**src/hdl/pointer_accel_clamp_tracker_unit_assert.svh**
```systemverilog
// Assertion macros for the pointer tracker.
// Included by the top level; needs no other file.
`ifndef POINTER_ACCEL_CLAMP_TRACKER_UNIT_ASSERT_SVH
`define POINTER_ACCEL_CLAMP_TRACKER_UNIT_ASSERT_SVH

`ifndef ASSERT_OFF
// same-cycle implication
`define PACCT_ASSERT_IMPL(label, clk, rst_n, cond, prop) \
    label: assert property (@(posedge clk) disable iff (!rst_n) (cond) |-> (prop)) \
        else $error("assertion failed: same-cycle implication");
// next-cycle implication
`define PACCT_ASSERT_NEXT(label, clk, rst_n, cond, prop) \
    label: assert property (@(posedge clk) disable iff (!rst_n) (cond) |=> (prop)) \
        else $error("assertion failed: next-cycle implication");
`else
`define PACCT_ASSERT_IMPL(label, clk, rst_n, cond, prop)
`define PACCT_ASSERT_NEXT(label, clk, rst_n, cond, prop)
`endif

`endif

```
**src/hdl/pacct_pkg.sv**
```systemverilog
// Shared constants, codes and types of the pointer tracker.
// No dependencies.
package pacct_pkg;

    localparam int COORD_WIDTH = 12;
    localparam int KIND_W      = 2;
    localparam int DELTA_W     = 9;
    localparam int BTN_W       = 3;
    localparam int POS_REQ_W   = 14;
    localparam int SCALE_W     = 5;
    localparam int THRESH_W    = 8;
    localparam int CFG_IDX_W   = 3;
    localparam int CFG_DATA_W  = COORD_WIDTH;

    // accelerated magnitude: |delta| up to 2^(DELTA_W-1)
    localparam int MAG_W  = DELTA_W + 1;
    localparam int ACC_W  = MAG_W + SCALE_W;
    // signed working width for position arithmetic
    localparam int BASE_W = (COORD_WIDTH > ACC_W) ? COORD_WIDTH : ACC_W;
    localparam int CALC_W = ((BASE_W > POS_REQ_W) ? BASE_W : POS_REQ_W) + 2;

    // item kinds
    localparam logic [KIND_W-1:0] KIND_MOVE   = 2'd0;
    localparam logic [KIND_W-1:0] KIND_SET    = 2'd1;
    localparam logic [KIND_W-1:0] KIND_CENTER = 2'd2;

    // register indexes
    localparam logic [CFG_IDX_W-1:0] REG_MIN_X  = 3'd0;
    localparam logic [CFG_IDX_W-1:0] REG_MAX_X  = 3'd1;
    localparam logic [CFG_IDX_W-1:0] REG_MIN_Y  = 3'd2;
    localparam logic [CFG_IDX_W-1:0] REG_MAX_Y  = 3'd3;
    localparam logic [CFG_IDX_W-1:0] REG_SCALE  = 3'd4;
    localparam logic [CFG_IDX_W-1:0] REG_THRESH = 3'd5;

    // reset values
    localparam logic [COORD_WIDTH-1:0] MIN_X_RST  = COORD_WIDTH'(0);
    localparam logic [COORD_WIDTH-1:0] MAX_X_RST  = COORD_WIDTH'(1024);
    localparam logic [COORD_WIDTH-1:0] MIN_Y_RST  = COORD_WIDTH'(0);
    localparam logic [COORD_WIDTH-1:0] MAX_Y_RST  = COORD_WIDTH'(768);
    localparam logic [SCALE_W-1:0]     SCALE_RST  = SCALE_W'(2);
    localparam logic [THRESH_W-1:0]    THRESH_RST = THRESH_W'(5);

    typedef struct packed {
        logic [COORD_WIDTH-1:0] min_x;
        logic [COORD_WIDTH-1:0] max_x;
        logic [COORD_WIDTH-1:0] min_y;
        logic [COORD_WIDTH-1:0] max_y;
        logic [SCALE_W-1:0]     scale;
        logic [THRESH_W-1:0]    thresh;
    } cfg_t;

    // settings seen by one axis
    typedef struct packed {
        logic [COORD_WIDTH-1:0] lo;
        logic [COORD_WIDTH-1:0] hi;
        logic [SCALE_W-1:0]     scale;
        logic [THRESH_W-1:0]    thresh;
    } axis_cfg_t;

endpackage

```
**src/hdl/pacct_if.sv**
```systemverilog
// Channel interfaces of the pointer tracker: command words in, position words out.
// Depends on pacct_pkg.
interface pacct_cmd_if;
    import pacct_pkg::*;
    logic                        valid;
    logic                        ready;
    logic [KIND_W-1:0]           kind;
    logic signed [DELTA_W-1:0]   delta_x;
    logic signed [DELTA_W-1:0]   delta_y;
    logic [BTN_W-1:0]            button_bits;
    logic signed [POS_REQ_W-1:0] new_x;
    logic signed [POS_REQ_W-1:0] new_y;

    modport source (output valid, kind, delta_x, delta_y, button_bits, new_x, new_y,
                    input ready);
    modport sink   (input valid, kind, delta_x, delta_y, button_bits, new_x, new_y,
                    output ready);
endinterface

interface pacct_res_if;
    import pacct_pkg::*;
    logic                   valid;
    logic                   ready;
    logic [COORD_WIDTH-1:0] pos_x;
    logic [COORD_WIDTH-1:0] pos_y;
    logic [BTN_W-1:0]       buttons;

    modport source (output valid, pos_x, pos_y, buttons, input ready);
    modport sink   (input valid, pos_x, pos_y, buttons, output ready);
endinterface

```
**src/hdl/pacct_cfg_regs.sv**
```systemverilog
// Configuration register file of the pointer tracker (write only).
// Depends on pacct_pkg.
module pacct_cfg_regs
    import pacct_pkg::*;
(
    input  logic                  clk,
    input  logic                  rst_n,
    input  logic                  cfg_wr_en,
    input  logic [CFG_IDX_W-1:0]  cfg_addr,
    input  logic [CFG_DATA_W-1:0] cfg_wdata,
    output cfg_t                  cfg
);

    cfg_t cfg_reg;
    cfg_t cfg_next;

    // write decode; unknown indexes are dropped
    always_comb
    begin
        cfg_next = cfg_reg;
        if (cfg_wr_en)
        begin
            unique case (cfg_addr)
                REG_MIN_X:  cfg_next.min_x  = cfg_wdata[COORD_WIDTH-1:0];
                REG_MAX_X:  cfg_next.max_x  = cfg_wdata[COORD_WIDTH-1:0];
                REG_MIN_Y:  cfg_next.min_y  = cfg_wdata[COORD_WIDTH-1:0];
                REG_MAX_Y:  cfg_next.max_y  = cfg_wdata[COORD_WIDTH-1:0];
                REG_SCALE:  cfg_next.scale  = cfg_wdata[SCALE_W-1:0];
                REG_THRESH: cfg_next.thresh = cfg_wdata[THRESH_W-1:0];
                default:    cfg_next = cfg_reg;
            endcase
        end
    end

    always_ff @(posedge clk or negedge rst_n)
    begin
        if (!rst_n)
        begin
            cfg_reg.min_x  <= MIN_X_RST;
            cfg_reg.max_x  <= MAX_X_RST;
            cfg_reg.min_y  <= MIN_Y_RST;
            cfg_reg.max_y  <= MAX_Y_RST;
            cfg_reg.scale  <= SCALE_RST;
            cfg_reg.thresh <= THRESH_RST;
        end
        else
        begin
            cfg_reg <= cfg_next;
        end
    end

    assign cfg = cfg_reg;

endmodule

```
**src/hdl/pacct_axis.sv**
```systemverilog
// Next-position logic for one axis: acceleration, accumulate, set, recenter, clamp.
// Depends on pacct_pkg.
module pacct_axis
    import pacct_pkg::*;
(
    input  logic [KIND_W-1:0]           kind,
    input  logic signed [DELTA_W-1:0]   delta,
    input  logic signed [POS_REQ_W-1:0] req_pos,
    input  logic [COORD_WIDTH-1:0]      cur,
    input  axis_cfg_t                   acfg,
    output logic [COORD_WIDTH-1:0]      nxt
);

    // raise to lo first, then lower to hi
    function automatic logic [COORD_WIDTH-1:0] clamp_pos(
        input logic signed [CALC_W-1:0] v,
        input logic [COORD_WIDTH-1:0]   lo,
        input logic [COORD_WIDTH-1:0]   hi
    );
        logic signed [CALC_W-1:0] lo_s;
        logic signed [CALC_W-1:0] hi_s;
        logic signed [CALC_W-1:0] r;
        lo_s = $signed({{(CALC_W-COORD_WIDTH){1'b0}}, lo});
        hi_s = $signed({{(CALC_W-COORD_WIDTH){1'b0}}, hi});
        r    = v;
        if (r < lo_s)
            r = lo_s;
        if (r > hi_s)
            r = hi_s;
        return r[COORD_WIDTH-1:0];
    endfunction

    logic                     neg;
    logic [MAG_W-1:0]         dext;
    logic [MAG_W-1:0]         mag;
    logic [MAG_W-1:0]         thr_ext;
    logic [MAG_W-1:0]         excess;
    logic [ACC_W-1:0]         prod;
    logic [ACC_W-1:0]         acc_mag;
    logic signed [CALC_W-1:0] acc_mag_s;
    logic signed [CALC_W-1:0] acc_delta;
    logic signed [CALC_W-1:0] cur_s;
    logic signed [CALC_W-1:0] moved;
    logic signed [CALC_W-1:0] req_s;
    logic [COORD_WIDTH:0]     mid_sum;
    logic signed [CALC_W-1:0] mid_s;

    // threshold acceleration on the magnitude, sign restored after
    assign neg       = delta[DELTA_W-1];
    assign dext      = {delta[DELTA_W-1], delta};
    assign mag       = neg ? (~dext + MAG_W'(1)) : dext;
    assign thr_ext   = MAG_W'(acfg.thresh);
    assign excess    = mag - thr_ext;
    assign prod      = ACC_W'(excess) * ACC_W'(acfg.scale);
    assign acc_mag   = (mag > thr_ext) ? (ACC_W'(acfg.thresh) + prod) : ACC_W'(mag);
    assign acc_mag_s = $signed({{(CALC_W-ACC_W){1'b0}}, acc_mag});
    assign acc_delta = neg ? -acc_mag_s : acc_mag_s;

    assign cur_s  = $signed({{(CALC_W-COORD_WIDTH){1'b0}}, cur});
    assign moved  = cur_s + acc_delta;

    // requested position, sign extended
    assign req_s  = $signed({{(CALC_W-POS_REQ_W){req_pos[POS_REQ_W-1]}}, req_pos});

    // window middle, rounded down
    assign mid_sum = {1'b0, acfg.lo} + {1'b0, acfg.hi};
    assign mid_s   = $signed({{(CALC_W-COORD_WIDTH){1'b0}}, mid_sum[COORD_WIDTH:1]});

    always_comb
    begin
        case (kind)
            KIND_MOVE:   nxt = clamp_pos(moved, acfg.lo, acfg.hi);
            KIND_SET:    nxt = clamp_pos(req_s, acfg.lo, acfg.hi);
            KIND_CENTER: nxt = clamp_pos(mid_s, acfg.lo, acfg.hi);
            default:     nxt = cur;
        endcase
    end

endmodule

```
**src/hdl/pointer_accel_clamp_tracker_unit.sv**
```systemverilog
// Pointer position tracker with threshold acceleration and window clamp (top level).
// Depends on pacct_pkg, pacct_if, pacct_cfg_regs, pacct_axis and the assertion header.
//
// Usage:
//   cmd  : command words (motion report, set position, recenter), valid/ready.
//   res  : one position word per command: pos_x, pos_y, buttons, valid/ready.
//   cfg_*: write-only register port (window limits, scale, threshold);
//          write only while no command is in flight.
// Timing: a command is captured in an input register, the next position is
//   formed by one pass of accelerate/add/clamp logic, and the result lands in
//   the position registers, which drive res directly. res.valid rises after
//   the command has passed both of these registers; one command per cycle is
//   sustained while res.ready stays high.
// Stall: while res is held off, the input register keeps one command and
//   cmd.ready drops once it is full; nothing is lost or repeated.
// Reset: position and buttons clear to zero, registers take their defaults,
//   both channels come up empty.
`include "pointer_accel_clamp_tracker_unit_assert.svh"

module pointer_accel_clamp_tracker_unit
    import pacct_pkg::*;
(
    input  logic                  clk,
    input  logic                  rst_n,
    pacct_cmd_if.sink             cmd,
    pacct_res_if.source           res,
    input  logic                  cfg_wr_en,
    input  logic [CFG_IDX_W-1:0]  cfg_addr,
    input  logic [CFG_DATA_W-1:0] cfg_wdata
);

    cfg_t cfg;

    logic                        in_vld_reg;
    logic [KIND_W-1:0]           in_kind_reg;
    logic signed [DELTA_W-1:0]   in_dx_reg;
    logic signed [DELTA_W-1:0]   in_dy_reg;
    logic [BTN_W-1:0]            in_btn_reg;
    logic signed [POS_REQ_W-1:0] in_nx_reg;
    logic signed [POS_REQ_W-1:0] in_ny_reg;

    logic                        out_vld_reg;
    logic                        out_vld_next;
    logic [COORD_WIDTH-1:0]      cur_x_reg;
    logic [COORD_WIDTH-1:0]      cur_y_reg;
    logic [BTN_W-1:0]            btn_reg;
    logic [COORD_WIDTH-1:0]      cur_x_next;
    logic [COORD_WIDTH-1:0]      cur_y_next;
    logic [BTN_W-1:0]            btn_next;

    logic                        adv;
    logic                        adv_move;
    logic                        take;
    axis_cfg_t                   cfg_xa;
    axis_cfg_t                   cfg_ya;

    pacct_cfg_regs u_cfg (
        .clk       (clk),
        .rst_n     (rst_n),
        .cfg_wr_en (cfg_wr_en),
        .cfg_addr  (cfg_addr),
        .cfg_wdata (cfg_wdata),
        .cfg       (cfg)
    );

    // handshake: move a word forward when the result slot is free or draining
    assign adv       = in_vld_reg && (!out_vld_reg || res.ready);
    assign cmd.ready = !in_vld_reg || adv;
    assign take      = cmd.valid && cmd.ready;

    // input register
    always_ff @(posedge clk or negedge rst_n)
    begin
        if (!rst_n)
            in_vld_reg <= 1'b0;
        else if (cmd.ready)
            in_vld_reg <= cmd.valid;
    end

    always_ff @(posedge clk)
    begin
        if (take)
        begin
            in_kind_reg <= cmd.kind;
            in_dx_reg   <= cmd.delta_x;
            in_dy_reg   <= cmd.delta_y;
            in_btn_reg  <= cmd.button_bits;
            in_nx_reg   <= cmd.new_x;
            in_ny_reg   <= cmd.new_y;
        end
    end

    // per-axis settings
    assign cfg_xa = '{lo: cfg.min_x, hi: cfg.max_x, scale: cfg.scale, thresh: cfg.thresh};
    assign cfg_ya = '{lo: cfg.min_y, hi: cfg.max_y, scale: cfg.scale, thresh: cfg.thresh};

    pacct_axis u_axis_x (
        .kind    (in_kind_reg),
        .delta   (in_dx_reg),
        .req_pos (in_nx_reg),
        .cur     (cur_x_reg),
        .acfg    (cfg_xa),
        .nxt     (cur_x_next)
    );

    pacct_axis u_axis_y (
        .kind    (in_kind_reg),
        .delta   (in_dy_reg),
        .req_pos (in_ny_reg),
        .cur     (cur_y_reg),
        .acfg    (cfg_ya),
        .nxt     (cur_y_next)
    );

    // buttons follow motion reports only
    assign btn_next = (in_kind_reg == KIND_MOVE) ? in_btn_reg : btn_reg;
    assign adv_move = adv && (in_kind_reg == KIND_MOVE);

    assign out_vld_next = adv || (out_vld_reg && !res.ready);

    // state doubles as the result register
    always_ff @(posedge clk or negedge rst_n)
    begin
        if (!rst_n)
        begin
            out_vld_reg <= 1'b0;
            cur_x_reg   <= '0;
            cur_y_reg   <= '0;
            btn_reg     <= '0;
        end
        else
        begin
            out_vld_reg <= out_vld_next;
            if (adv)
            begin
                cur_x_reg <= cur_x_next;
                cur_y_reg <= cur_y_next;
                btn_reg   <= btn_next;
            end
        end
    end

    assign res.valid   = out_vld_reg;
    assign res.pos_x   = cur_x_reg;
    assign res.pos_y   = cur_y_reg;
    assign res.buttons = btn_reg;

    // checks
    `PACCT_ASSERT_NEXT(a_adv_fills_out, clk, rst_n, adv, out_vld_reg)
    `PACCT_ASSERT_IMPL(a_no_adv_on_stall, clk, rst_n, out_vld_reg && !res.ready, !adv)
    `PACCT_ASSERT_NEXT(a_move_loads_btn, clk, rst_n, adv_move, btn_reg == $past(in_btn_reg))
    `PACCT_ASSERT_IMPL(a_ready_when_empty, clk, rst_n, !in_vld_reg, cmd.ready)

endmodule
```
**src/flat_wrapper.sv**
```systemverilog
// flat-port wrapper written by rule: the top's interface ports become plain ports
module pointer_accel_clamp_tracker_unit_flat import pacct_pkg::*;
  (clk, rst_n, cfg_wr_en, cfg_addr, cfg_wdata, cmd_valid, cmd_kind, cmd_delta_x, cmd_delta_y, cmd_button_bits, cmd_new_x, cmd_new_y, cmd_ready, res_valid, res_pos_x, res_pos_y, res_buttons, res_ready);
  pacct_cmd_if cmd_i ();
  pacct_res_if res_i ();
  input  logic clk;
  input  logic rst_n;
  input  logic cfg_wr_en;
  input  logic [CFG_IDX_W-1:0] cfg_addr;
  input  logic [CFG_DATA_W-1:0] cfg_wdata;
  input wire logic [$bits(cmd_i.valid)-1:0] cmd_valid;
  input wire logic [$bits(cmd_i.kind)-1:0] cmd_kind;
  input wire logic [$bits(cmd_i.delta_x)-1:0] cmd_delta_x;
  input wire logic [$bits(cmd_i.delta_y)-1:0] cmd_delta_y;
  input wire logic [$bits(cmd_i.button_bits)-1:0] cmd_button_bits;
  input wire logic [$bits(cmd_i.new_x)-1:0] cmd_new_x;
  input wire logic [$bits(cmd_i.new_y)-1:0] cmd_new_y;
  output wire logic [$bits(cmd_i.ready)-1:0] cmd_ready;
  output wire logic [$bits(res_i.valid)-1:0] res_valid;
  output wire logic [$bits(res_i.pos_x)-1:0] res_pos_x;
  output wire logic [$bits(res_i.pos_y)-1:0] res_pos_y;
  output wire logic [$bits(res_i.buttons)-1:0] res_buttons;
  input wire logic [$bits(res_i.ready)-1:0] res_ready;
  assign cmd_i.valid = cmd_valid;
  assign cmd_i.kind = cmd_kind;
  assign cmd_i.delta_x = cmd_delta_x;
  assign cmd_i.delta_y = cmd_delta_y;
  assign cmd_i.button_bits = cmd_button_bits;
  assign cmd_i.new_x = cmd_new_x;
  assign cmd_i.new_y = cmd_new_y;
  assign cmd_ready = cmd_i.ready;
  assign res_valid = res_i.valid;
  assign res_pos_x = res_i.pos_x;
  assign res_pos_y = res_i.pos_y;
  assign res_buttons = res_i.buttons;
  assign res_i.ready = res_ready;
  pointer_accel_clamp_tracker_unit u_core (.clk(clk), .rst_n(rst_n), .cmd(cmd_i), .res(res_i), .cfg_wr_en(cfg_wr_en), .cfg_addr(cfg_addr), .cfg_wdata(cfg_wdata));
endmodule
```
**config.mk**
```make
export PLATFORM = sky130hd
export DESIGN_NAME = pointer_accel_clamp_tracker_unit_flat
export DESIGN_NICKNAME = d
export VERILOG_FILES = /design/src/hdl/pacct_pkg.sv /design/src/hdl/pacct_if.sv /design/src/hdl/pacct_cfg_regs.sv /design/src/hdl/pacct_axis.sv /design/src/hdl/pointer_accel_clamp_tracker_unit.sv /design/src/flat_wrapper.sv
export VERILOG_INCLUDE_DIRS = /design/src /design/src/hdl
export SDC_FILE = /design/constraint.sdc
export NUM_CORES = 1
export LEC_CHECK = 0
export BUFFER_PORTS_ARGS = -buffer_cell sky130_fd_sc_hd__clkbuf_2
export CORE_AREA = 4 4 181 183
export CTS_CLUSTER_DIAMETER = 30
export DETAILED_ROUTE_END_ITERATION = 6
export DIE_AREA = 0 0 185 187
export GPL_ROUTABILITY_DRIVEN = 0
export GPL_TIMING_DRIVEN = 0
export HOLD_SLACK_MARGIN = 0.03
export PLACE_DENSITY = 0.76
export RECOVER_POWER = 100
export REMOVE_ABC_BUFFERS = 1
export SETUP_SLACK_MARGIN = 0.02
export SKIP_LAST_GASP = 1
export SYNTH_ARGS = -nofsm -noshare
export SYNTH_HDL_FRONTEND = slang
export SYNTH_SLANG_ARGS = --single-unit
```
**constraint.sdc**
```tcl
create_clock -name clk -period 10.47 [get_ports clk]
set_clock_uncertainty 0.05 [all_clocks]
set_input_delay 2.094 -clock clk [delete_from_list [all_inputs] [get_ports clk]]
set_output_delay 2.094 -clock clk [all_outputs]
set_load 0.005 [all_outputs]
```
==> results_dict.tcl <==
set metrics [dict create \
    root_buffer "clkbuf_16" \
    final_common_cell "ha_1" \
    finalCritPeriodShare_pct 106 \
    min_period_ns 11.11 \
    critPathMaxFanout 8 \
    drtAntennaViolNets 0 \
    drc 1 \
    fmax_ghz 0.0900 \
    maxCapViolCount 5 \
    dieArea_sq_um 34600 \
    drv_slew 161 \
    grt_pass1_vias 16600 \
    holdWs_ns 0.425 \
    overflow 0 \
    fillCellCount 2192 \
    r2r_end "u_core.res.pos_y[0]" \
    tritoncts "built" \
    ys_warn_count 0 \
    crit-reg2reg-launch "u_core.in_dy_reg[0]" \
    synth_area_sq_um 17900 \
    grt_max_degree 59 \
    h-tree-depth 4 \
    synth-async-reset-ratio_pct 63.8 \
    wl_per_cell_um 21.6 \
    cp_data_required_time_ns 10.76 \
    largest_register_ffs 61 \
    start_util_pct 57.2 \
    antenna_found_initial 0 \
    place_hpwl_mm 38.9 \
    grtUsageTotal_pct 29.8 \
    hold_path_depth 1 \
    cts_sinks 141 \
    synthToLayoutAreaGrowth_pct 23.7 \
    cp-start-kind "register" \
    ys_types 81 \
    finalSetupViolCount 24 \
    critPathMostFrequentCell "a21o_1" \
    critPathKind "register to register" \
    dp_slack_ns -2.83 \
    crit_path_start "u_core.in_dy_reg[0]" \
    reg2reg_setup_slack_ns -0.64 \
    synth_top_cell_by_area "ha_1" \
    finalHoldViolCount 0 \
    path_clk_slew_ns 0.06 \
    arrival_ns 11.40 \
    drive_gt1_share_pct 27.6 \
    drt_iter0_markers 1539 \
    avgSynthCellArea_sq_um 8.95 \
    max_stage_delay_ns 0.56 \
    n_antenna_cell 0 \
    vias_per_cell 6.54 \
    tightest_slew_ns 3.21 \
    rsz0062_at_grt "true" \
    cts_max_path_buffers 2 \
    critPathCaptureType "register" \
    vias 17100 \
    r2r_cells 50 \
    fp.coreArea_sq_um 31200 \
    violations "design-rule violations, max-capacitance violations, max-slew violations, negative setup slack" \
    timing.final.ws_setup_ns -0.640 \
    status "complete, but fails checks" \
    ys.flop_type "dfrtp_1" \
    routed_wirelength_mm 56.5 \
    relSlewSlack_pct -114 \
    ys_seq_area_share_pct 21.2 \
    yosys.area.top_type_share_pct 18.2 \
    final_util_pct 70.8 \
    synthCells 1996 \
    min_to "u_core.res.buttons[2]" \
    crit_slowest_cell "fa_2" \
    grt_pass1_wl_mm 84.3 \
    ioPinCount 100 \
    hold_class "register to register" \
    cts_buffers 17 \
    layout.nets 2597 \
    synth_edf_count 51 \
    insertion_delay_ns 0.44 \
    mostFrequentLayoutCells "ha_1, inv_1, a21oi_1" \
    port_buffers 99 \
    synth.area.top_cells "ha_1, dfrtp_1, edfxtp_1, fa_1, mux2_2" \
    fin_tns_setup_ns -10.58 \
    ys_ff_latch 141 \
    dieHeight_um 187 \
    placement_rows 65 \
    hold_path.startpoint "u_core.in_btn_reg[2]" \
    fp.dieW_um 185 \
    drtPass1Iterations 7 \
]
[through the flow]
step | cells | cell area (sq um)
final | 2611 | 22100
after global routing | 2611 | 22100
after CTS | 2557 | 20900
after detailed placement | 2448 | 18800
after global placement | 2441 | 18600
after floorplan | 1940 | 17600
[cell type report]
cell class              instances  area [sq um]  share of cell area [%]
clock buffers                  25           538                    2.43
clock inverters                 7          93.8                   0.425
repair buffers                236          1540                    6.97
well taps                     402           503                    2.28
flip-flops and latches        141          3790                    17.2
multi-input cells            1650         15100                    68.2
inverters                     150           567                    2.56
[worst max path at each step]
| stage | to | cells after the start |
|---|---|---|
| after floorplan | u_core.res.pos_y[2] | 49 |
| after global placement | u_core.res.pos_y[2] | 44 |
| after detailed placement | u_core.res.pos_y[2] | 48 |
| after CTS | u_core.res.pos_y[2] | 50 |
| after global routing | u_core.res.pos_y[2] | 48 |
| final | u_core.res.pos_y[0] | 50 |
[cells in the mapped netlist, types with 7 or more instances]
cell type / number
ha_1: 260
a21oi_1: 149
inv_1: 149
nand2_1: 137
nor2_1: 129
o21ai_0: 111
mux2_2: 91
a21o_1: 87
dfrtp_1: 84
and2_1: 75
fa_1: 70
xnor2_1: 57
edfxtp_1: 51
clkbuf_1: 48
mux2i_1: 40
a211oi_1: 36
nand2b_1: 36
nor2b_1: 36
xor2_1: 36
nor3_1: 27
o21a_1: 27
nand4_1: 26
nand3_1: 17
o31ai_1: 16
a221o_1: 13
o211ai_1: 11
o21bai_1: 10
a221oi_1: 9
a31oi_1: 9
a2111oi_0: 8
a31o_2: 8
a21boi_0: 7
nor4_1: 7
o31a_1: 7
or3_1: 7
or4_1: 7
[worst max-delay path: cells and delay by family (launching register included)]
kind / cells / cell delay, ns
simple gates: 11 / 1.86
fa+ha+maj: 9 / 2.98
xor+xnor: 3 / 0.60
buf+inv: 2 / 0.25
compound gates: 22 / 4.07
mux: 3 / 0.72
flops: 1 / 0.44
[cells by family (layout without fill, tap and decap cells)]
| kind of cell | count (synthesis) | in the layout | share of synthesized area [%] |
|---|---|---|---|
| AO/OA/AOI/OAI | 554 | 555 | 20.4 |
| XOR/XNOR | 93 | 93 | 4.56 |
| adder cells (fa/ha/maj) | 330 | 330 | 26.1 |
| buffers and inverters | 206 | 418 | 4.41 |
| flip-flops | 141 | 141 | 21.2 |
| multiplexers | 131 | 131 | 7.98 |
| AND/OR/NAND/NOR | 541 | 541 | 15.4 |
[per-layer routing]
layer  part of all wire (%)  vias up  GRT usage [%]
li1                       -     7650              -
met1                     39     8247           38.5
met2                     47      911           48.9
met3                    7.1      259           4.03
met4                    6.5        0           15.2
met5                      0        -              0
[what timing repair did]
item / 4_1_cts / 5_1_grt
resized for setup: 171 / 188
cloned: 1 / 0
buffers inserted: 76 / 55
pin swaps: 108 / 128
endpoints found under the setup margin: 24 / 24
endpoints found under the hold margin: 0 / 0
hold buffers: 0 / 0
Power is left out: the tool's default activity adds up to more than one toggle a clock period on the data nets, which glitch-free logic cannot reach.
